$ cat config.mk
export PLATFORM = sky130hd
export DESIGN_NAME = bglyph_fifo
export DESIGN_NICKNAME = d
export VERILOG_FILES = /design/src/rtl/bglyph_pkg.sv /design/src/rtl/bglyph_fifo.sv
export SDC_FILE = /design/constraint.sdc
export NUM_CORES = 1
export LEC_CHECK = 0
export ABC_CLOCK_PERIOD_IN_PS = 2390
export BUFFER_PORTS_ARGS = -buffer_cell sky130_fd_sc_hd__buf_2
export CAP_MARGIN = 20
export CORE_MARGIN = 2
export CORE_UTILIZATION = 30
export CTS_BUF_LIST = sky130_fd_sc_hd__clkbuf_16
export CTS_CLUSTER_SIZE = 8
export DETAILED_ROUTE_END_ITERATION = 7
export GPL_TIMING_DRIVEN = 0
export MAX_ROUTING_LAYER = met4
export PLACE_DENSITY = 0.5
export SYNTH_ARGS = -nofsm -noshare
export SYNTH_HDL_FRONTEND = slang
export SYNTH_SLANG_ARGS = --single-unit
export TNS_END_PERCENT = 30
$ cat constraint.sdc
create_clock -name i_clk -period 2.39 [get_ports i_clk]
set_clock_uncertainty 0.2 [all_clocks]
set_input_delay 0.239 -clock i_clk [delete_from_list [all_inputs] [get_ports i_clk]]
set_output_delay 0.239 -clock i_clk [all_outputs]
set_load 0.03 [all_outputs]
$ cat src/rtl/bglyph_pkg.sv
// ----------------------------------------------------------------------------
// Block glyph package
// Shared constants, payload structs, configuration view and state codes for
// the block-average lightness to character glyph converter.
// ----------------------------------------------------------------------------
package bglyph_pkg;

    // Sizing limits of the design.
    localparam int MAX_WIDTH  = 1024;
    localparam int MAX_BLOCK  = 16;
    localparam int MAX_GLYPHS = 24;

    // Field widths fixed by the register map and the item formats.
    localparam int COLOR_W     = 8;
    localparam int WIDTH_REG_W = 11;
    localparam int HEIGHT_W    = 16;
    localparam int BSIZE_W     = 5;
    localparam int GCOUNT_W    = 5;
    localparam int GWORD_W     = 64;
    localparam int GLYPH_W     = 8;
    localparam int GLYPH_WORDS = 3;

    // Derived internal widths.
    localparam int COL_W   = $clog2(MAX_WIDTH);
    localparam int BLK_W   = (MAX_BLOCK > 1) ? $clog2(MAX_BLOCK) : 1;
    localparam int IDX_W   = $clog2(MAX_GLYPHS + 1);
    localparam int AVG_W   = 8;
    localparam int AVG_MAX = 255;

    // Accumulator entry: lightness sum and pixel count per block column.
    localparam int SUM_W    = 16;
    localparam int CNT_W    = 9;
    localparam int ENTRY_W  = SUM_W + CNT_W;
    localparam int DIV_CNT_W = $clog2(SUM_W);

    // Block column number by reciprocal multiply: slot = col * recip >> shift.
    localparam int SLOT_SHIFT = COL_W + BLK_W + 1;
    localparam int RECIP_W    = SLOT_SHIFT + 1;

    // Glyph index: scaled / 255 by reciprocal multiply.
    localparam int SCALE_W     = GCOUNT_W + AVG_W;
    localparam int IDX_SHIFT   = 21;
    localparam int IDX_RECIP   = ((1 << IDX_SHIFT) + AVG_MAX - 1) / AVG_MAX;
    localparam int IDX_RECIP_W = 14;

    // Queue between the front and back parts.
    localparam int QUEUE_DEPTH = 2;
    localparam int QPTR_W      = (QUEUE_DEPTH > 1) ? $clog2(QUEUE_DEPTH) : 1;

    // Configuration port.
    localparam int APB_ADDR_W = 6;
    localparam int APB_DATA_W = 64;
    localparam int REG_IDX_W  = 3;

    typedef enum logic [REG_IDX_W-1:0] {
        REG_IMAGE_WIDTH  = 3'd0,
        REG_IMAGE_HEIGHT = 3'd1,
        REG_BLOCK_WIDTH  = 3'd2,
        REG_BLOCK_HEIGHT = 3'd3,
        REG_GLYPH_COUNT  = 3'd4,
        REG_GLYPHS_LOW   = 3'd5,
        REG_GLYPHS_MID   = 3'd6,
        REG_GLYPHS_HIGH  = 3'd7
    } t_reg_idx;

    typedef enum logic [2:0] {
        BK_IDLE,
        BK_ACCUM,
        BK_DIVIDE,
        BK_SCALE,
        BK_INDEX,
        BK_SEND
    } t_back_state;

    typedef struct packed {
        logic [COLOR_W-1:0] red;
        logic [COLOR_W-1:0] green;
        logic [COLOR_W-1:0] blue;
    } t_pixel;

    typedef struct packed {
        logic [GLYPH_W-1:0] glyph;
        logic               row_end;
        logic               image_end;
    } t_glyph_item;

    // Effective configuration after zero and range clamping.
    typedef struct packed {
        logic [WIDTH_REG_W-1:0]                 w;
        logic [HEIGHT_W-1:0]                    h;
        logic [BSIZE_W-1:0]                     bw;
        logic [BSIZE_W-1:0]                     bh;
        logic [GCOUNT_W-1:0]                    len;
        logic [GLYPH_WORDS-1:0][GWORD_W-1:0]    glyphs;
    } t_cfg;

    // One classified pixel handed from the front part to the back part.
    typedef struct packed {
        logic [COL_W-1:0] slot;
        logic [AVG_W-1:0] light;
        logic             emit;
        logic             row_end;
        logic             image_end;
    } t_job;

    typedef struct packed {
        logic             start;
        logic [SUM_W-1:0] dividend;
        logic [CNT_W-1:0] divisor;
    } t_div_req;

    typedef struct packed {
        logic             done;
        logic [SUM_W-1:0] quotient;
    } t_div_rsp;

endpackage

$ cat src/rtl/bglyph_fifo.sv
// ----------------------------------------------------------------------------
// Block glyph job queue
// Short register queue that decouples the front part from the back part.
// ----------------------------------------------------------------------------
module bglyph_fifo (
    input  logic             i_clk,
    input  logic             i_rst_n,
    input  logic             i_push,
    input  bglyph_pkg::t_job i_data,
    input  logic             i_pop,
    output bglyph_pkg::t_job o_head,
    output logic             o_full,
    output logic             o_empty
);
    import bglyph_pkg::*;

    localparam logic [QPTR_W-1:0] LastPtr = QPTR_W'(QUEUE_DEPTH - 1);

    t_job              r_mem [QUEUE_DEPTH];
    logic [QPTR_W-1:0] r_wr_ptr;
    logic [QPTR_W-1:0] r_rd_ptr;
    logic [QPTR_W:0]   r_count;

    assign o_full  = (r_count == (QPTR_W+1)'(QUEUE_DEPTH));
    assign o_empty = (r_count == '0);
    assign o_head  = r_mem[r_rd_ptr];

    // Pointers and fill level.
    always_ff @(posedge i_clk) begin
        if (!i_rst_n) begin
            r_wr_ptr <= '0;
            r_rd_ptr <= '0;
            r_count  <= '0;
        end else begin
            if (i_push) begin
                r_wr_ptr <= (r_wr_ptr == LastPtr) ? '0 : r_wr_ptr + 1'b1;
            end
            if (i_pop) begin
                r_rd_ptr <= (r_rd_ptr == LastPtr) ? '0 : r_rd_ptr + 1'b1;
            end
            if (i_push && !i_pop) begin
                r_count <= r_count + 1'b1;
            end else if (i_pop && !i_push) begin
                r_count <= r_count - 1'b1;
            end
        end
    end

    // Storage.
    always_ff @(posedge i_clk) begin
        if (i_push) begin
            r_mem[r_wr_ptr] <= i_data;
        end
    end

endmodule

==> impl_metrics.toml <==
[timing]
tightestPinTransition_ns = 0.9887
hold_slack_ns = 0.01546
setup_violations = 0
setup_tns_ns = 0
hold_violations = 0
drv_slew = 0
final_critical_path_setup_slack_ns = 0.5049
min_period_ns = 1.885
fmax_mhz = 530.5
fin_crit_sh_pct = 78.87
relSlewSlack_pct = 34.09
grt_setup_unrepaired = "no"

[placement]
dpl.hpwl_mm = 2.071
post-place-ws_ns = 0.5990
gp_congestion = 0.6618
dp_cells = 207
port_buffers = 47

[synth]
syn_area_per_cell_um2 = 19.85
synth-seq-cells = 47
syn_area_um2 = 1727
ys_seq_area_share_pct = 78.84
yosys_warnings = 0
synth_cells = 87
syn_nets = 113
ys_types = 16

[power]
power_density_nw_per_um2 = 780.1
ir_drop_mv = 0.3730
p_leak_uw = 0.0009390

[clock_tree]
cts_tree = "yes"
numCtsBuffers = 5
htree_levels = 2
clock-sinks = 47
clk_pin_slew_ns = 0.06
clock_latency_ns = 0.28
cts.path.max_buffers = 2
cts-root-buf = "clkbuf_16"

[detailed_routing]
wirelength_mm = 2.975
wl_per_cell_um = 12.61
drc_errors = 0
drtAntennaViolNets = 0
routed-via-count = 982
routed_via_density = 4.161
drt_iter0_markers = 9
first_pass_iters = 2

[global_route]
grt_pass1_vias = 999
grt_max_degree = 22
grt_pass1_wl_mm = 4.685
antenna_found_initial = 0
grt_use_met3_pct = 3.054
grt-ovfl-total = 0
busiest_layer = "met2"
grt_util_met2_pct = 16.97
met1_usage_pct = 11.49
track_usage_pct = 10.10

[worst_setup_path]
worstPathMaxFanout = 10
worstSetupPathType = "register to primary output"
r2r_end = "r_mem[1][18]$_DFFE_PP_"
r2r_cells = 1
critical_path_required_ns = 1.95
r2r_start = "r_wr_ptr$_SDFFE_PN0P_"
crit_end = "o_head[12]"
reg2reg_slack_ns = 0.66
setup.worst_path.end_class = "primary output"
arrival_ns = 1.45
startpoint_type = "register"

[floorplanning]
io_pins = 48
num_rows = 27
die_h_um = 79.87
core_area_um2 = 5540
dieArea_um2 = 6378
dieWidth_um = 79.87
initial_utilization_pct = 31.17

[cells_and_area]
fillers = 527
final_common_cell = "buf_2"
syn_to_final_growth_pct = 40.00
antenna_cells = 0
multiInputGateArea_um2 = 354.1
final_core_util_pct = 43.63
finalNetCount = 189
instances_no_fill = 236
layout_common_cells = "buf_2, edfxtp_1, mux2_2, dlygate4sd3_1"
seq_area_um2 = 1361
drive_gt1_share_pct = 48.17

[outcome]
status = "complete, no violations"

[min_path]
hp-class = "input pin to register"

[run]
cap_violations = 0
metal layers:
layer | wire [µm] | vias to the layer above | share of wire, %
met5 | 0 | - | 0
li1 | - | 482 | -
met2 | 1579 | 21 | 53
met4 | 42 | 0 | 1.4
met1 | 1247 | 474 | 42
met3 | 105 | 5 | 3.5
worst min path at each step:
stage                   start               endpoint  slack [ns]  cells past startpoint
detailed placement  i_data[5]  r_mem[1][5]$_DFFE_PP_        0.23                      1
CTS                   i_rst_n  r_wr_ptr$_SDFFE_PN0P_        0.02                      2
global route          i_rst_n  r_wr_ptr$_SDFFE_PN0P_        0.03                      2
finish                i_rst_n  r_wr_ptr$_SDFFE_PN0P_        0.02                      2
floorplan           i_data[0]  r_mem[0][0]$_DFFE_PP_        0.14                      0
global placement    i_data[4]  r_mem[0][4]$_DFFE_PP_        0.23                      1
registers in the layout (all words and copies together) (netlist names), named ones only:
signal	flops
r_count	2
r_mem	42
r_rd_ptr	1
r_wr_ptr	1
stage by stage:
step | total power, µW | cell area [µm²]
after floorplan | 1158 | 1727
after global placement | 1235 | 2052
after detailed placement | 1249 | 2069
after CTS | 1913 | 2417
after global routing | 1957 | 2417
final | 1886 | 2417
synth_stat cells (all sizes together):
master | instances | area (µm²)
ha | 1 | 12.51
and2 | 4 | 25.02
o21a | 1 | 7.510
nor2b | 2 | 12.51
o21ai | 1 | 5.000
inv | 1 | 3.750
and2b | 1 | 8.760
xor2 | 2 | 17.52
nor2 | 1 | 3.750
or3 | 1 | 6.260
a21boi | 1 | 7.510
mux2 | 21 | 236.5
xnor2 | 1 | 8.760
dfxtp | 5 | 100.1
buf | 2 | 10.01
edfxtp | 42 | 1261
power by group:
part | total, µW | internal, µW | switching (µW)
combinational | 291 | 123 | 167
clock | 633 | 377 | 256
sequential | 962 | 947 | 15.5
total | 1890 | 1450 | 439
layout make-up:
type	instances	area share [%]
buffer	2	0.4141
timing repair buffer	69	19.05
sequential	47	56.31
inverter	1	0.1553
multi-input combinational	37	14.65
tap	72	3.727
clock buffer	5	5.176
clock inverter	3	0.5176
logic make-up after synthesis:
family / count (synthesis) / synth area share [%]
xor gates and xnor gates: 3 / 1.522
adders and majority gates: 1 / 0.7245
and+or+nand+nor: 9 / 3.261
muxes: 21 / 13.70
AOI/OAI and AO/OA: 3 / 1.159
buffers and inverters: 3 / 0.7969
DFF: 47 / 78.84
worst max-delay path, cell delays in order, from the launching register on:
cell,delay [ns]
dfxtp_1,0.35
buf_2,0.27
mux2_2,0.37
buf_2,0.18
timing repair:
action | CTS | global route
gates resized for setup | 0 | 0
hold endpoints to repair | 42 | 0
hold buffers | 21 | 0
buffers inserted | 0 | 0
No activity file was read; power rests on OpenSTA's default activity.
