**config.mk**
```make
export PLATFORM = sky130hd
export DESIGN_NAME = bglyph_front
export DESIGN_NICKNAME = d
export VERILOG_FILES = /design/src/rtl/bglyph_pkg.sv /design/src/rtl/bglyph_front.sv
export SDC_FILE = /design/constraint.sdc
export NUM_CORES = 1
export LEC_CHECK = 0
export BUFFER_PORTS_ARGS = -buffer_cell sky130_fd_sc_hd__buf_2
export CORE_MARGIN = 10
export CORE_UTILIZATION = 54
export CTS_CLUSTER_DIAMETER = 80
export DETAILED_ROUTE_END_ITERATION = 7
export GPL_ROUTABILITY_DRIVEN = 0
export PLACE_DENSITY_LB_ADDON = 0.2
export SYNTH_ARGS = -nofsm -noshare
export SYNTH_HDL_FRONTEND = slang
export SYNTH_SLANG_ARGS = --single-unit
```
**constraint.sdc**
```tcl
create_clock -name i_clk -period 8 [get_ports i_clk]
set_input_delay 0 -clock i_clk [delete_from_list [all_inputs] [get_ports i_clk]]
set_output_delay 0 -clock i_clk [all_outputs]
set_load 0.02 [all_outputs]
```
**src/rtl/bglyph_pkg.sv**
```systemverilog
// ----------------------------------------------------------------------------
// Block glyph package
// Shared constants, payload structs, configuration view and state codes for
// the block-average lightness to character glyph converter.
// ----------------------------------------------------------------------------
package bglyph_pkg;

    // Sizing limits of the design.
    localparam int MAX_WIDTH  = 1024;
    localparam int MAX_BLOCK  = 16;
    localparam int MAX_GLYPHS = 24;

    // Field widths fixed by the register map and the item formats.
    localparam int COLOR_W     = 8;
    localparam int WIDTH_REG_W = 11;
    localparam int HEIGHT_W    = 16;
    localparam int BSIZE_W     = 5;
    localparam int GCOUNT_W    = 5;
    localparam int GWORD_W     = 64;
    localparam int GLYPH_W     = 8;
    localparam int GLYPH_WORDS = 3;

    // Derived internal widths.
    localparam int COL_W   = $clog2(MAX_WIDTH);
    localparam int BLK_W   = (MAX_BLOCK > 1) ? $clog2(MAX_BLOCK) : 1;
    localparam int IDX_W   = $clog2(MAX_GLYPHS + 1);
    localparam int AVG_W   = 8;
    localparam int AVG_MAX = 255;

    // Accumulator entry: lightness sum and pixel count per block column.
    localparam int SUM_W    = 16;
    localparam int CNT_W    = 9;
    localparam int ENTRY_W  = SUM_W + CNT_W;
    localparam int DIV_CNT_W = $clog2(SUM_W);

    // Block column number by reciprocal multiply: slot = col * recip >> shift.
    localparam int SLOT_SHIFT = COL_W + BLK_W + 1;
    localparam int RECIP_W    = SLOT_SHIFT + 1;

    // Glyph index: scaled / 255 by reciprocal multiply.
    localparam int SCALE_W     = GCOUNT_W + AVG_W;
    localparam int IDX_SHIFT   = 21;
    localparam int IDX_RECIP   = ((1 << IDX_SHIFT) + AVG_MAX - 1) / AVG_MAX;
    localparam int IDX_RECIP_W = 14;

    // Queue between the front and back parts.
    localparam int QUEUE_DEPTH = 2;
    localparam int QPTR_W      = (QUEUE_DEPTH > 1) ? $clog2(QUEUE_DEPTH) : 1;

    // Configuration port.
    localparam int APB_ADDR_W = 6;
    localparam int APB_DATA_W = 64;
    localparam int REG_IDX_W  = 3;

    typedef enum logic [REG_IDX_W-1:0] {
        REG_IMAGE_WIDTH  = 3'd0,
        REG_IMAGE_HEIGHT = 3'd1,
        REG_BLOCK_WIDTH  = 3'd2,
        REG_BLOCK_HEIGHT = 3'd3,
        REG_GLYPH_COUNT  = 3'd4,
        REG_GLYPHS_LOW   = 3'd5,
        REG_GLYPHS_MID   = 3'd6,
        REG_GLYPHS_HIGH  = 3'd7
    } t_reg_idx;

    typedef enum logic [2:0] {
        BK_IDLE,
        BK_ACCUM,
        BK_DIVIDE,
        BK_SCALE,
        BK_INDEX,
        BK_SEND
    } t_back_state;

    typedef struct packed {
        logic [COLOR_W-1:0] red;
        logic [COLOR_W-1:0] green;
        logic [COLOR_W-1:0] blue;
    } t_pixel;

    typedef struct packed {
        logic [GLYPH_W-1:0] glyph;
        logic               row_end;
        logic               image_end;
    } t_glyph_item;

    // Effective configuration after zero and range clamping.
    typedef struct packed {
        logic [WIDTH_REG_W-1:0]                 w;
        logic [HEIGHT_W-1:0]                    h;
        logic [BSIZE_W-1:0]                     bw;
        logic [BSIZE_W-1:0]                     bh;
        logic [GCOUNT_W-1:0]                    len;
        logic [GLYPH_WORDS-1:0][GWORD_W-1:0]    glyphs;
    } t_cfg;

    // One classified pixel handed from the front part to the back part.
    typedef struct packed {
        logic [COL_W-1:0] slot;
        logic [AVG_W-1:0] light;
        logic             emit;
        logic             row_end;
        logic             image_end;
    } t_job;

    typedef struct packed {
        logic             start;
        logic [SUM_W-1:0] dividend;
        logic [CNT_W-1:0] divisor;
    } t_div_req;

    typedef struct packed {
        logic             done;
        logic [SUM_W-1:0] quotient;
    } t_div_rsp;

endpackage

```
**src/rtl/bglyph_front.sv**
```systemverilog
// ----------------------------------------------------------------------------
// Block glyph front part
// Accepts pixels, computes lightness, tracks the raster position and decides
// which block column each pixel feeds and whether it completes a block.
// ----------------------------------------------------------------------------
module bglyph_front (
    input  logic               i_clk,
    input  logic               i_rst_n,
    input  logic               i_in_valid,
    input  bglyph_pkg::t_pixel i_in_data,
    output logic               o_in_stall,
    input  bglyph_pkg::t_cfg   i_cfg,
    input  logic               i_fifo_full,
    input  logic               i_clearing,
    output logic               o_push,
    output bglyph_pkg::t_job   o_job
);
    import bglyph_pkg::*;

    logic [COL_W-1:0]    r_col;
    logic [HEIGHT_W-1:0] r_row;
    logic [BLK_W-1:0]    r_cib;
    logic [BLK_W-1:0]    r_rib;

    logic                w_accept;
    logic [COL_W:0]      w_col_inc;
    logic [HEIGHT_W:0]   w_row_inc;
    logic [BLK_W:0]      w_cib_inc;
    logic [BLK_W:0]      w_rib_inc;
    logic                w_last_col;
    logic                w_last_row;
    logic                w_last_cib;
    logic                w_last_rib;
    logic [COLOR_W-1:0]  w_max;
    logic [COLOR_W-1:0]  w_min;
    logic [COLOR_W:0]    w_light_sum;
    logic [BLK_W-1:0]    w_bw_m1;
    logic [RECIP_W-1:0]  w_recip;
    logic [RECIP_W-1:0]  w_recip_tab [MAX_BLOCK];
    logic [COL_W+RECIP_W-1:0] w_slot_prod;

    // Reciprocal table for the block width: ceil(2^SLOT_SHIFT / bw).
    for (genvar gi = 0; gi < MAX_BLOCK; gi++) begin : g_recip
        localparam int Divisor  = gi + 1;
        localparam int RecipVal = ((1 << SLOT_SHIFT) + Divisor - 1) / Divisor;
        assign w_recip_tab[gi] = RECIP_W'(RecipVal);
    end

    assign o_in_stall = i_fifo_full || i_clearing;
    assign w_accept   = i_in_valid && !o_in_stall;
    assign o_push     = w_accept;

    // Lightness is the midpoint of the largest and smallest component.
    always_comb begin
        w_max = i_in_data.red;
        w_min = i_in_data.red;
        if (i_in_data.green > w_max) w_max = i_in_data.green;
        if (i_in_data.blue > w_max)  w_max = i_in_data.blue;
        if (i_in_data.green < w_min) w_min = i_in_data.green;
        if (i_in_data.blue < w_min)  w_min = i_in_data.blue;
        w_light_sum = {1'b0, w_max} + {1'b0, w_min};
    end

    // Row, column and block boundary decisions.
    always_comb begin
        w_col_inc  = {1'b0, r_col} + 1'b1;
        w_row_inc  = {1'b0, r_row} + 1'b1;
        w_cib_inc  = {1'b0, r_cib} + 1'b1;
        w_rib_inc  = {1'b0, r_rib} + 1'b1;
        w_last_col = (w_col_inc >= (COL_W+1)'(i_cfg.w));
        w_last_row = (w_row_inc >= {1'b0, i_cfg.h});
        w_last_cib = w_last_col || (w_cib_inc >= (BLK_W+1)'(i_cfg.bw));
        w_last_rib = w_last_row || (w_rib_inc >= (BLK_W+1)'(i_cfg.bh));
    end

    // Block column number: column / block width via reciprocal multiply.
    always_comb begin
        w_bw_m1     = BLK_W'(i_cfg.bw - 1'b1);
        w_recip     = w_recip_tab[w_bw_m1];
        w_slot_prod = (COL_W+RECIP_W)'(r_col) * (COL_W+RECIP_W)'(w_recip);
    end

    // Item handed to the queue.
    always_comb begin
        o_job.slot      = w_slot_prod[SLOT_SHIFT +: COL_W];
        o_job.light     = w_light_sum[COLOR_W:1];
        o_job.emit      = w_last_cib && w_last_rib;
        o_job.row_end   = w_last_col;
        o_job.image_end = w_last_col && w_last_row;
    end

    // Raster position update on each accepted item.
    always_ff @(posedge i_clk) begin
        if (!i_rst_n) begin
            r_col <= '0;
            r_row <= '0;
            r_cib <= '0;
            r_rib <= '0;
        end else if (w_accept) begin
            if (w_last_col) begin
                r_col <= '0;
                r_cib <= '0;
                if (w_last_row) begin
                    r_row <= '0;
                    r_rib <= '0;
                end else begin
                    r_row <= w_row_inc[HEIGHT_W-1:0];
                    r_rib <= w_last_rib ? '0 : w_rib_inc[BLK_W-1:0];
                end
            end else begin
                r_col <= w_col_inc[COL_W-1:0];
                r_cib <= w_last_cib ? '0 : w_cib_inc[BLK_W-1:0];
            end
        end
    end

endmodule

```
==> reports/results.ini <==
[outcome]
status = finished clean

[sta]
tns_ns = 0
hold_violations = 0
fin_crit_sh_pct = 92.1
slew_violations = 0
setup_violations = 0
fmax_ghz = 0.136
skew_ns = 0.00633
layout_setup_ws_ns = 0.630
min_period_ns = 7.37
rsz0062_at_grt = false
max_slew.worst_pin.slew_ns = 1.19
slew_headroom_pct = 20.6

[critical_path]
cp_max_fo = 11
start_kind = input pin
crit_type = input pin to output pin
crit_arrival_ns = 7.37
cp.required_ns = 8.00
reg2reg_setup_slack_ns = 3.78
r2r-end = r_row[7]
reg2regPathDepth = 15
reg2reg_from = r_row[0]
worstSetupEndpointType = output pin

[clock_tree]
clock_latency_ns = 0.28
cts_buffers = 5
ctsHoldBuffers = 0
postCtsSetupBuffers = 0
cts-root-buf = clkbuf_16
htreeDepth = 2
clk_pin_slew_ns = 0.06
cts_buffer_depth = 2
cts_resized = 0
clock-sinks = 34
cts_tree = built

[synth]
yosys_warnings = 0
syn-num-nets = 1569
netlist_instances = 1062
syn-cell-area_um2 = 8960
synthFlopType = dfxtp_1
synth_seq_cells = 34
synthArstFlopShare_pct = 0
ys_types = 69
postSynthAreaPerCell_um2 = 8.43
synth-seq-area-share_pct = 7.60
synth_edf_count = 0

[run]
maxCapViolCount = 0

[grt]
grt_pass1_vias = 7576
track_usage_pct = 19.0
grt_pass1_wl_um = 35600
overflow = 0
grt_antenna_before_repair = 1
grt_max_degree = 23

[finish]
area_growth_pct = 9.25
drive_above_1_share_pct = 11.7
nets = 1633

[hold_path]
hold_start = i_rst_n
hold_class = input pin to flip-flop
holdPathStages = 3
hold_path_end = r_cib[2]

[power_and_ir_drop]
powerDensity_nw_per_um2 = 86.0
ir_worst_vdd_mv = 0.243
p_leak_nw = 5.44

[detailed_routing]
wl_met1_um = 9900
routed_wirelength_um = 20600
dr_total_vias = 7409
route.detailed.drc = 0
dr_wl_met2_um = 9610
dr.pass1.iters = 6
dr_wl_met3_um = 876
wl_per_cell_um = 15.3
via_per_inst = 5.49
dr.max_layer_used = met4
drt_iter0_markers = 407
ant_nets = 0

[placement]
port_buffers = 88
dp_slack_ns = 0.637
hpwl_um = 16700

[floorplanning]
die-area_um2 = 22100
initial_core_util_pct = 54.6
die_w_um = 149
core_area_um2 = 16400
rows = 47
boundaryPins = 286
die_y_um = 149

## cells in the final DEF, fill, tap and decap left out, drive strengths merged, types with 10 or more instances in the layout
master | Yosys | layout
a211oi | 10 | 10
a21o | 21 | 21
a21oi | 53 | 53
a32o | 17 | 17
and2 | 86 | 86
and3 | 25 | 25
buf | 11 | 105
dfxtp | 34 | 34
fa | 109 | 109
ha | 135 | 135
inv | 161 | 161
mux2i | 16 | 16
nand2 | 98 | 98
nand2b | 11 | 11
nand3 | 28 | 28
nor2 | 40 | 40
o21ai | 35 | 35
xnor2 | 28 | 28
xor2 | 24 | 24
## worst max-delay path by stage
stage | startpoint | end | slack, ns | depth (start not counted)
2_1_floorplan | i_cfg[202] | o_job[20] | 1.39 | 24
3_3_place_gp | i_cfg[202] | o_job[20] | 0.65 | 26
3_5_place_dp | i_cfg[202] | o_job[20] | 0.64 | 26
4_1_cts | i_cfg[202] | o_job[20] | 0.60 | 26
5_1_grt | i_cfg[202] | o_job[20] | 0.15 | 26
6_report | i_cfg[202] | o_job[20] | 0.63 | 26
## power breakdown
part | total [mW] | switching, mW | internal (mW)
combinational | 0.415 | 0.256 | 0.160
clock | 0.254 | 0.0748 | 0.179
sequential | 0.172 | 0.00241 | 0.170
## through the flow
stage               power (mW)  area, µm²  utilization [%]  std cells  hold WS, ns
floorplan                0.459       8960                -       1062        0.164
global placement         0.581       9590             58.4       1339        0.298
detailed placement       0.589       9590             58.4       1339        0.302
CTS                      0.846       9780             59.6       1347        0.140
global route             0.899       9780             59.6       1348        0.172
finish                   0.841       9790             59.6       1349        0.152
## layer usage
| layer | global-route usage [%] | vias up |
|---|---|---|
| met5 | 0 | - |
| met4 | 3.29 | 0 |
| met3 | 2.52 | 16 |
| met2 | 31.6 | 164 |
| met1 | 26.1 | 3596 |
| li1 | - | 3633 |
## Yosys cell counts, drive strengths merged, types with 2 or more instances
master	instances	area (µm²)
nor2	40	153
a22o	6	52.6
nor2b	7	43.8
nand2	98	368
dfxtp	34	681
nor3b	3	22.5
o21bai	3	26.3
ha	135	1690
a21boi	5	37.5
mux2i	16	160
a21oi	53	273
xnor2	28	245
clkbuf	37	139
nor4	2	12.5
fa	109	2180
a31oi	2	12.5
nand2b	11	68.8
nand4	6	37.5
a21o	21	161
a211oi	10	87.6
o21a	8	61.3
nor3	5	25.0
buf	11	75.1
and3	25	156
or2	2	12.5
inv	161	604
nand4b	5	43.8
a2111o	2	22.5
nand3	28	140
o221ai	3	32.5
xor2	24	210
a32o	17	170
o21ai	35	175
and2	86	538
a311o	2	21.3
o211ai	3	27.5
## flip-flops by register name (all words and copies together), names as in the netlist
| register | cells |
|---|---|
| r_cib | 4 |
| r_col | 10 |
| r_row | 16 |
| r_rib | 4 |
## critical path, cell delays in order
cell	delay, ns
buf_2	0.20
inv_1	0.14
ha_1	0.36
xnor2_1	0.62
nor2_1	0.13
a21oi_1	0.15
o21a_1	0.39
and2_1	0.21
fa_1	0.43
fa_1	0.49
fa_1	0.52
fa_1	0.54
inv_1	0.05
fa_1	0.53
inv_1	0.04
ha_1	0.30
a21o_1	0.16
a221o_1	0.38
or2_0	0.25
a311o_2	0.38
a41oi_2	0.29
o221ai_2	0.17
a21oi_2	0.22
o21bai_2	0.08
xnor2_1	0.13
buf_2	0.18
## kinds of logic (layout without fill, tap and decap cells)
logic type / Yosys count / in the layout / synth area share [%]
and+or+nand+nor: 322 / 322 / 18.4
adders and majority gates: 244 / 244 / 43.2
buffers and inverters: 210 / 275 / 9.33
AOI/OAI and AO/OA: 183 / 183 / 14.4
xor gates and xnor gates: 52 / 52 / 5.08
DFF: 34 / 34 / 7.60
muxes: 17 / 17 / 1.91
other: 0 / 2 / 0
## cell type report
cell class / count / area [µm²]
Clock buffer: 5 / 125
Inverter: 162 / 622
Sequential cell: 34 / 681
Timing Repair Buffer: 105 / 568
Multi-Input combinational cell: 818 / 7440
Antenna cell: 2 / 5.00
Clock inverter: 3 / 68.8
Tap cell: 220 / 275
Fill cell: 1493 / 6620
No activity file was read; power rests on OpenSTA's default activity.
