--- src/rtl/bglyph_pkg.sv ---
// ----------------------------------------------------------------------------
// Block glyph package
// Shared constants, payload structs, configuration view and state codes for
// the block-average lightness to character glyph converter.
// ----------------------------------------------------------------------------
package bglyph_pkg;

    // Sizing limits of the design.
    localparam int MAX_WIDTH  = 1024;
    localparam int MAX_BLOCK  = 16;
    localparam int MAX_GLYPHS = 24;

    // Field widths fixed by the register map and the item formats.
    localparam int COLOR_W     = 8;
    localparam int WIDTH_REG_W = 11;
    localparam int HEIGHT_W    = 16;
    localparam int BSIZE_W     = 5;
    localparam int GCOUNT_W    = 5;
    localparam int GWORD_W     = 64;
    localparam int GLYPH_W     = 8;
    localparam int GLYPH_WORDS = 3;

    // Derived internal widths.
    localparam int COL_W   = $clog2(MAX_WIDTH);
    localparam int BLK_W   = (MAX_BLOCK > 1) ? $clog2(MAX_BLOCK) : 1;
    localparam int IDX_W   = $clog2(MAX_GLYPHS + 1);
    localparam int AVG_W   = 8;
    localparam int AVG_MAX = 255;

    // Accumulator entry: lightness sum and pixel count per block column.
    localparam int SUM_W    = 16;
    localparam int CNT_W    = 9;
    localparam int ENTRY_W  = SUM_W + CNT_W;
    localparam int DIV_CNT_W = $clog2(SUM_W);

    // Block column number by reciprocal multiply: slot = col * recip >> shift.
    localparam int SLOT_SHIFT = COL_W + BLK_W + 1;
    localparam int RECIP_W    = SLOT_SHIFT + 1;

    // Glyph index: scaled / 255 by reciprocal multiply.
    localparam int SCALE_W     = GCOUNT_W + AVG_W;
    localparam int IDX_SHIFT   = 21;
    localparam int IDX_RECIP   = ((1 << IDX_SHIFT) + AVG_MAX - 1) / AVG_MAX;
    localparam int IDX_RECIP_W = 14;

    // Queue between the front and back parts.
    localparam int QUEUE_DEPTH = 2;
    localparam int QPTR_W      = (QUEUE_DEPTH > 1) ? $clog2(QUEUE_DEPTH) : 1;

    // Configuration port.
    localparam int APB_ADDR_W = 6;
    localparam int APB_DATA_W = 64;
    localparam int REG_IDX_W  = 3;

    typedef enum logic [REG_IDX_W-1:0] {
        REG_IMAGE_WIDTH  = 3'd0,
        REG_IMAGE_HEIGHT = 3'd1,
        REG_BLOCK_WIDTH  = 3'd2,
        REG_BLOCK_HEIGHT = 3'd3,
        REG_GLYPH_COUNT  = 3'd4,
        REG_GLYPHS_LOW   = 3'd5,
        REG_GLYPHS_MID   = 3'd6,
        REG_GLYPHS_HIGH  = 3'd7
    } t_reg_idx;

    typedef enum logic [2:0] {
        BK_IDLE,
        BK_ACCUM,
        BK_DIVIDE,
        BK_SCALE,
        BK_INDEX,
        BK_SEND
    } t_back_state;

    typedef struct packed {
        logic [COLOR_W-1:0] red;
        logic [COLOR_W-1:0] green;
        logic [COLOR_W-1:0] blue;
    } t_pixel;

    typedef struct packed {
        logic [GLYPH_W-1:0] glyph;
        logic               row_end;
        logic               image_end;
    } t_glyph_item;

    // Effective configuration after zero and range clamping.
    typedef struct packed {
        logic [WIDTH_REG_W-1:0]                 w;
        logic [HEIGHT_W-1:0]                    h;
        logic [BSIZE_W-1:0]                     bw;
        logic [BSIZE_W-1:0]                     bh;
        logic [GCOUNT_W-1:0]                    len;
        logic [GLYPH_WORDS-1:0][GWORD_W-1:0]    glyphs;
    } t_cfg;

    // One classified pixel handed from the front part to the back part.
    typedef struct packed {
        logic [COL_W-1:0] slot;
        logic [AVG_W-1:0] light;
        logic             emit;
        logic             row_end;
        logic             image_end;
    } t_job;

    typedef struct packed {
        logic             start;
        logic [SUM_W-1:0] dividend;
        logic [CNT_W-1:0] divisor;
    } t_div_req;

    typedef struct packed {
        logic             done;
        logic [SUM_W-1:0] quotient;
    } t_div_rsp;

endpackage

--- src/rtl/bglyph_cfg.sv ---
// ----------------------------------------------------------------------------
// Block glyph configuration registers
// APB register file with read-back and the clamped view used by the datapath.
// ----------------------------------------------------------------------------
module bglyph_cfg (
    input  logic                               i_clk,
    input  logic                               i_rst_n,
    input  logic                               psel,
    input  logic                               penable,
    input  logic                               pwrite,
    input  logic [bglyph_pkg::APB_ADDR_W-1:0]  paddr,
    input  logic [bglyph_pkg::APB_DATA_W-1:0]  pwdata,
    output logic [bglyph_pkg::APB_DATA_W-1:0]  prdata,
    output logic                               pready,
    output bglyph_pkg::t_cfg                   o_cfg
);
    import bglyph_pkg::*;

    logic [WIDTH_REG_W-1:0] r_image_width;
    logic [HEIGHT_W-1:0]    r_image_height;
    logic [BSIZE_W-1:0]     r_block_width;
    logic [BSIZE_W-1:0]     r_block_height;
    logic [GCOUNT_W-1:0]    r_glyph_count;
    logic [GWORD_W-1:0]     r_glyphs_low;
    logic [GWORD_W-1:0]     r_glyphs_mid;
    logic [GWORD_W-1:0]     r_glyphs_high;

    t_reg_idx w_idx;
    logic     w_write;

    assign w_idx   = t_reg_idx'(paddr[APB_ADDR_W-1:APB_ADDR_W-REG_IDX_W]);
    assign w_write = psel && penable && pwrite;
    assign pready  = 1'b1;

    // Register writes.
    always_ff @(posedge i_clk) begin
        if (!i_rst_n) begin
            r_image_width  <= WIDTH_REG_W'(640);
            r_image_height <= HEIGHT_W'(480);
            r_block_width  <= BSIZE_W'(1);
            r_block_height <= BSIZE_W'(1);
            r_glyph_count  <= GCOUNT_W'(10);
            r_glyphs_low   <= '0;
            r_glyphs_mid   <= '0;
            r_glyphs_high  <= '0;
        end else if (w_write) begin
            case (w_idx)
                REG_IMAGE_WIDTH:  r_image_width  <= pwdata[WIDTH_REG_W-1:0];
                REG_IMAGE_HEIGHT: r_image_height <= pwdata[HEIGHT_W-1:0];
                REG_BLOCK_WIDTH:  r_block_width  <= pwdata[BSIZE_W-1:0];
                REG_BLOCK_HEIGHT: r_block_height <= pwdata[BSIZE_W-1:0];
                REG_GLYPH_COUNT:  r_glyph_count  <= pwdata[GCOUNT_W-1:0];
                REG_GLYPHS_LOW:   r_glyphs_low   <= pwdata[GWORD_W-1:0];
                REG_GLYPHS_MID:   r_glyphs_mid   <= pwdata[GWORD_W-1:0];
                REG_GLYPHS_HIGH:  r_glyphs_high  <= pwdata[GWORD_W-1:0];
                default: ;
            endcase
        end
    end

    // Read-back of the raw register values.
    always_comb begin
        case (w_idx)
            REG_IMAGE_WIDTH:  prdata = APB_DATA_W'(r_image_width);
            REG_IMAGE_HEIGHT: prdata = APB_DATA_W'(r_image_height);
            REG_BLOCK_WIDTH:  prdata = APB_DATA_W'(r_block_width);
            REG_BLOCK_HEIGHT: prdata = APB_DATA_W'(r_block_height);
            REG_GLYPH_COUNT:  prdata = APB_DATA_W'(r_glyph_count);
            REG_GLYPHS_LOW:   prdata = APB_DATA_W'(r_glyphs_low);
            REG_GLYPHS_MID:   prdata = APB_DATA_W'(r_glyphs_mid);
            REG_GLYPHS_HIGH:  prdata = APB_DATA_W'(r_glyphs_high);
            default:          prdata = '0;
        endcase
    end

    // Zero acts as one; values above the design limits act as the limit.
    always_comb begin
        if (r_image_width == '0) begin
            o_cfg.w = WIDTH_REG_W'(1);
        end else if (r_image_width > WIDTH_REG_W'(MAX_WIDTH)) begin
            o_cfg.w = WIDTH_REG_W'(MAX_WIDTH);
        end else begin
            o_cfg.w = r_image_width;
        end

        o_cfg.h = (r_image_height == '0) ? HEIGHT_W'(1) : r_image_height;

        if (r_block_width == '0) begin
            o_cfg.bw = BSIZE_W'(1);
        end else if (r_block_width > BSIZE_W'(MAX_BLOCK)) begin
            o_cfg.bw = BSIZE_W'(MAX_BLOCK);
        end else begin
            o_cfg.bw = r_block_width;
        end

        if (r_block_height == '0) begin
            o_cfg.bh = BSIZE_W'(1);
        end else if (r_block_height > BSIZE_W'(MAX_BLOCK)) begin
            o_cfg.bh = BSIZE_W'(MAX_BLOCK);
        end else begin
            o_cfg.bh = r_block_height;
        end

        if (r_glyph_count == '0) begin
            o_cfg.len = GCOUNT_W'(1);
        end else if (r_glyph_count > GCOUNT_W'(MAX_GLYPHS)) begin
            o_cfg.len = GCOUNT_W'(MAX_GLYPHS);
        end else begin
            o_cfg.len = r_glyph_count;
        end

        o_cfg.glyphs = {r_glyphs_high, r_glyphs_mid, r_glyphs_low};
    end

endmodule

--- config.mk ---
export PLATFORM = sky130hd
export DESIGN_NAME = bglyph_cfg
export DESIGN_NICKNAME = d
export VERILOG_FILES = /design/src/rtl/bglyph_pkg.sv /design/src/rtl/bglyph_cfg.sv
export SDC_FILE = /design/constraint.sdc
export NUM_CORES = 1
export LEC_CHECK = 0
export BUFFER_PORTS_ARGS = -buffer_cell sky130_fd_sc_hd__buf_2
export CAP_MARGIN = 20
export CORE_UTILIZATION = 47
export CTS_BUF_LIST = sky130_fd_sc_hd__clkbuf_8
export DETAILED_ROUTE_END_ITERATION = 16
export PLACE_DENSITY = 0.87
export SLEW_MARGIN = 20
export SYNTH_ARGS = -nofsm -noshare
export SYNTH_HDL_FRONTEND = slang
export SYNTH_SLANG_ARGS = --single-unit
--- constraint.sdc ---
create_clock -name i_clk -period 1.6 [get_ports i_clk]
set_input_delay 0.32 -clock i_clk [delete_from_list [all_inputs] [get_ports i_clk]]
set_output_delay 0.32 -clock i_clk [all_outputs]
set_load 0.05 [all_outputs]
==> impl_metrics.yaml <==
timing:
  hold_viol_final: 0
  clock.fmax_mhz: 468
  tns_ns: -20.67
  timing.final.crit_share_pct: 133
  min_period_ns: 2.14
  rsz0062_at_grt: "true"
  setup_viol: 84
  fin_worst_skew_ns: 0
  setup_ws_ns: -0.535
  slew_violations: 0
clock_tree:
  cts_buffer_depth: 3
  cts_made_buffers: 40
  clk_latency_ns: 0.53
  clkSinkCount: 234
  htree_levels: 2
  cts_tree: "built"
  cts_root_buf: "clkbuf_8"
  postCtsHoldBufs: 0
  path_clk_slew_ns: 0.06
routing:
  drt_iter0_drc: 1152
  route.met3.wl_mm: 5.34
  top_layer: "met4"
  wl_met2_mm: 23.8
  drc: 0
  vias_per_cell: 6.17
  totalWireLength_mm: 50.1
  vias: 13200
  drt_first_pass_iters: 6
  wl_met1_mm: 16.7
  wire_per_inst_um: 23.4
  antenna_left: 0
final_layout:
  regArea_um2: 4890
  multi_input_area_um2: 6890
  stdcell_area_um2: 17600
  num-fill-cells: 1248
  drive_gt1_share_pct: 54.1
  finalNetCount: 1902
  fin_cells: 2141
  syn2layout_area_growth_pct: 60.9
pwr:
  p_leak_uw: 0.00738
  vdd_drop_max_mv: 0.579
  p_per_area_nw_per_um2: 732
floorplanning:
  fp.dieArea_um2: 23900
  ios: 374
  die_w_um: 155
  die_h_um: 155
  core_area_um2: 22700
  initial_utilization_pct: 48.2
  rows: 55
place:
  place_congestion: 0.895
  dp_cells: 1976
  io_buffers: 369
  dp_hpwl_mm: 27.1
  placed_area_um2: 14500
  dpl_worst_slack_ns: -0.412
synthesis:
  ys_warn_count: 0
  synth_top_area_share_pct: 42.8
  syn_area_per_cell_um2: 8.01
  synthesis.nets: 1440
  synth_largest_area_cell: "dfxtp_1"
  synth_edf_count: 0
  yosys-top-cells-area: "dfxtp_1 (43%), nand2_1 (16%), a21boi_1 (8.7%)"
  syn_area_um2: 10900
  ys_ff_latch: 234
  ys.flop_type: "dfxtp_1"
  synthCells: 1365
  synthArstFlopShare_pct: 0
  ys_types: 41
  seq_area_frac_synth_pct: 42.8
hold_path:
  hold_path_class: "in -> reg"
  whs_path_depth: 3
  hold_start: "pwdata[28]"
worst_setup_path:
  crit_arrival_ns: 1.82
  r2r_setup_slack_ns: 0.64
  crit_path_max_fanout: 3
  crit_chain: "inv_2 > a221oi_4 > o21ai_2 > o21ai_4 > buf_6"
  max_stage_delay_ns: 0.37
  endpoint_kind: "output port"
  reg2reg_depth: 3
  startpoint_type: "flop"
  crit_slowest_cell: "a221oi_4"
  worstSetupEndpoint: "prdata[7]"
  crit_required_ns: 1.28
  rr_endpoint: "r_block_width[4]"
  worstSetupPathType: "reg -> out"
  worstReg2RegStart: "r_block_width[4]"
  setup.worst_path.start: "r_image_height[7]"
grt:
  grt_max_degree: 99
  grt_pass1_wl_mm: 69.0
  grt.overflow.total: 0
  antenna_found_initial: 1
  track_usage_pct: 36.7
  grt_pass1_vias: 12800
outcome:
  violations: "setup timing"
  status: "finished, violations left"
flow_run:
  drv_cap: 0
-- cells by family after synthesis --
family,after synthesis,synth area share [%]
muxes,71,7.37
AOI/OAI and AO/OA,327,22.3
DFF,234,42.8
buffers and inverters,142,5.85
and+or+nand+nor,590,21.6
other,1,0.0343
-- power breakdown --
group	switching [uW]	total (uW)	leakage (uW)	internal, uW
Combinational	993	1610	0.00496	618
Clock	2510	5360	0.000457	2850
Sequential	44.2	5910	0.00196	5860
-- sequential cells by signal, indices dropped and copies added (netlist names) --
| name | cells |
|---|---|
| r_glyphs_mid | 64 |
| r_block_height | 5 |
| r_glyph_count | 5 |
| r_image_height | 16 |
| r_glyphs_high | 64 |
| r_image_width | 11 |
| r_glyphs_low | 64 |
| r_block_width | 5 |
-- synthesized netlist by cell type, drive strengths merged, types with 2 or more instances --
| cell type | count |
|---|---|
| nand2b | 5 |
| nor4 | 5 |
| a21boi | 222 |
| o21ai | 21 |
| o2bb2ai | 3 |
| inv | 8 |
| buf | 74 |
| a211o | 2 |
| mux4 | 2 |
| a22oi | 53 |
| mux2 | 56 |
| a221oi | 9 |
| o211ai | 2 |
| a21oi | 6 |
| nand3 | 7 |
| nor2 | 79 |
| mux2i | 13 |
| a22o | 3 |
| nand2 | 458 |
| dfxtp | 234 |
| a222oi | 3 |
| nor2b | 20 |
| nor3 | 4 |
| or2 | 4 |
| clkbuf | 60 |
| or3 | 4 |
-- metrics by stage --
step                      util, %  hold WS (ns)  power (uW)
after global placement       63.7         0.448        7320
after global routing         77.4        0.0172       13200
final                        77.5        0.0355       12900
after CTS                    74.0        0.0241       12600
after floorplan                 -         0.444        6890
after detailed placement     63.7         0.456        7340
-- final cells by class --
type                            instances  area share (%)
Antenna cell                            2          0.0285
Clock buffer                           51            3.99
Inverter                                8           0.213
Sequential cell                       234            27.8
Timing Repair Buffer                  554            26.3
Multi-Input combinational cell        989            39.2
Tap cell                              285            2.03
Clock inverter                         18           0.413
-- repair_timing --
item / 4_1_cts / 5_1_grt
gates cloned: 5 / 3
gates resized for setup: 331 / 206
endpoints found under the setup margin: 93 / 112
pin swaps: 89 / 91
endpoints found under the hold margin: 0 / 0
setup buffers: 61 / 29
-- cells in the final DEF, fill, tap and decap left out, types with 6 or more instances in the layout --
cell type,synthesis,routed
mux2_4,0,37
nand2_1,458,455
mux2_2,56,19
inv_1,8,18
o21ai_4,0,8
buf_12,0,30
a22oi_2,0,53
mux2i_1,13,11
clkbuf_4,0,16
o21ai_0,16,10
nand3_1,7,7
buf_8,0,39
nor2b_4,0,14
a221oi_2,3,6
buf_4,6,138
dfxtp_2,0,146
dfxtp_4,0,6
nor2_1,75,17
clkbuf_8,0,51
dfxtp_1,234,82
buf_2,67,249
nor2_4,4,61
a21boi_1,127,127
buf_6,0,74
a21boi_0,95,93
-- layer usage --
| layer | track usage (%) | vias up |
|---|---|---|
| met5 | 0 | - |
| met4 | 26.3 | 0 |
| met3 | 9.36 | 404 |
| met2 | 62.9 | 1156 |
| met1 | 39.5 | 6175 |
| li1 | - | 5478 |
-- critical path, delay by kind of cell, from the launching register on --
kind	cells	cell delay, ns
AO/OA/AOI/OAI	3	0.68
buffers and inverters	2	0.24
flip-flops	1	0.36
-- how the worst min path moves through the flow --
| stage | slack, ns | endpoint |
|---|---|---|
| global placement | 0.45 | r_glyphs_mid[15] |
| global route | 0.02 | r_glyphs_high[28] |
| floorplan | 0.44 | r_image_height[5] |
| detailed placement | 0.46 | r_glyphs_low[54] |
| finish | 0.04 | r_glyphs_mid[28] |
| CTS | 0.02 | r_glyphs_mid[29] |
No activity file was read; power rests on OpenSTA's default activity.
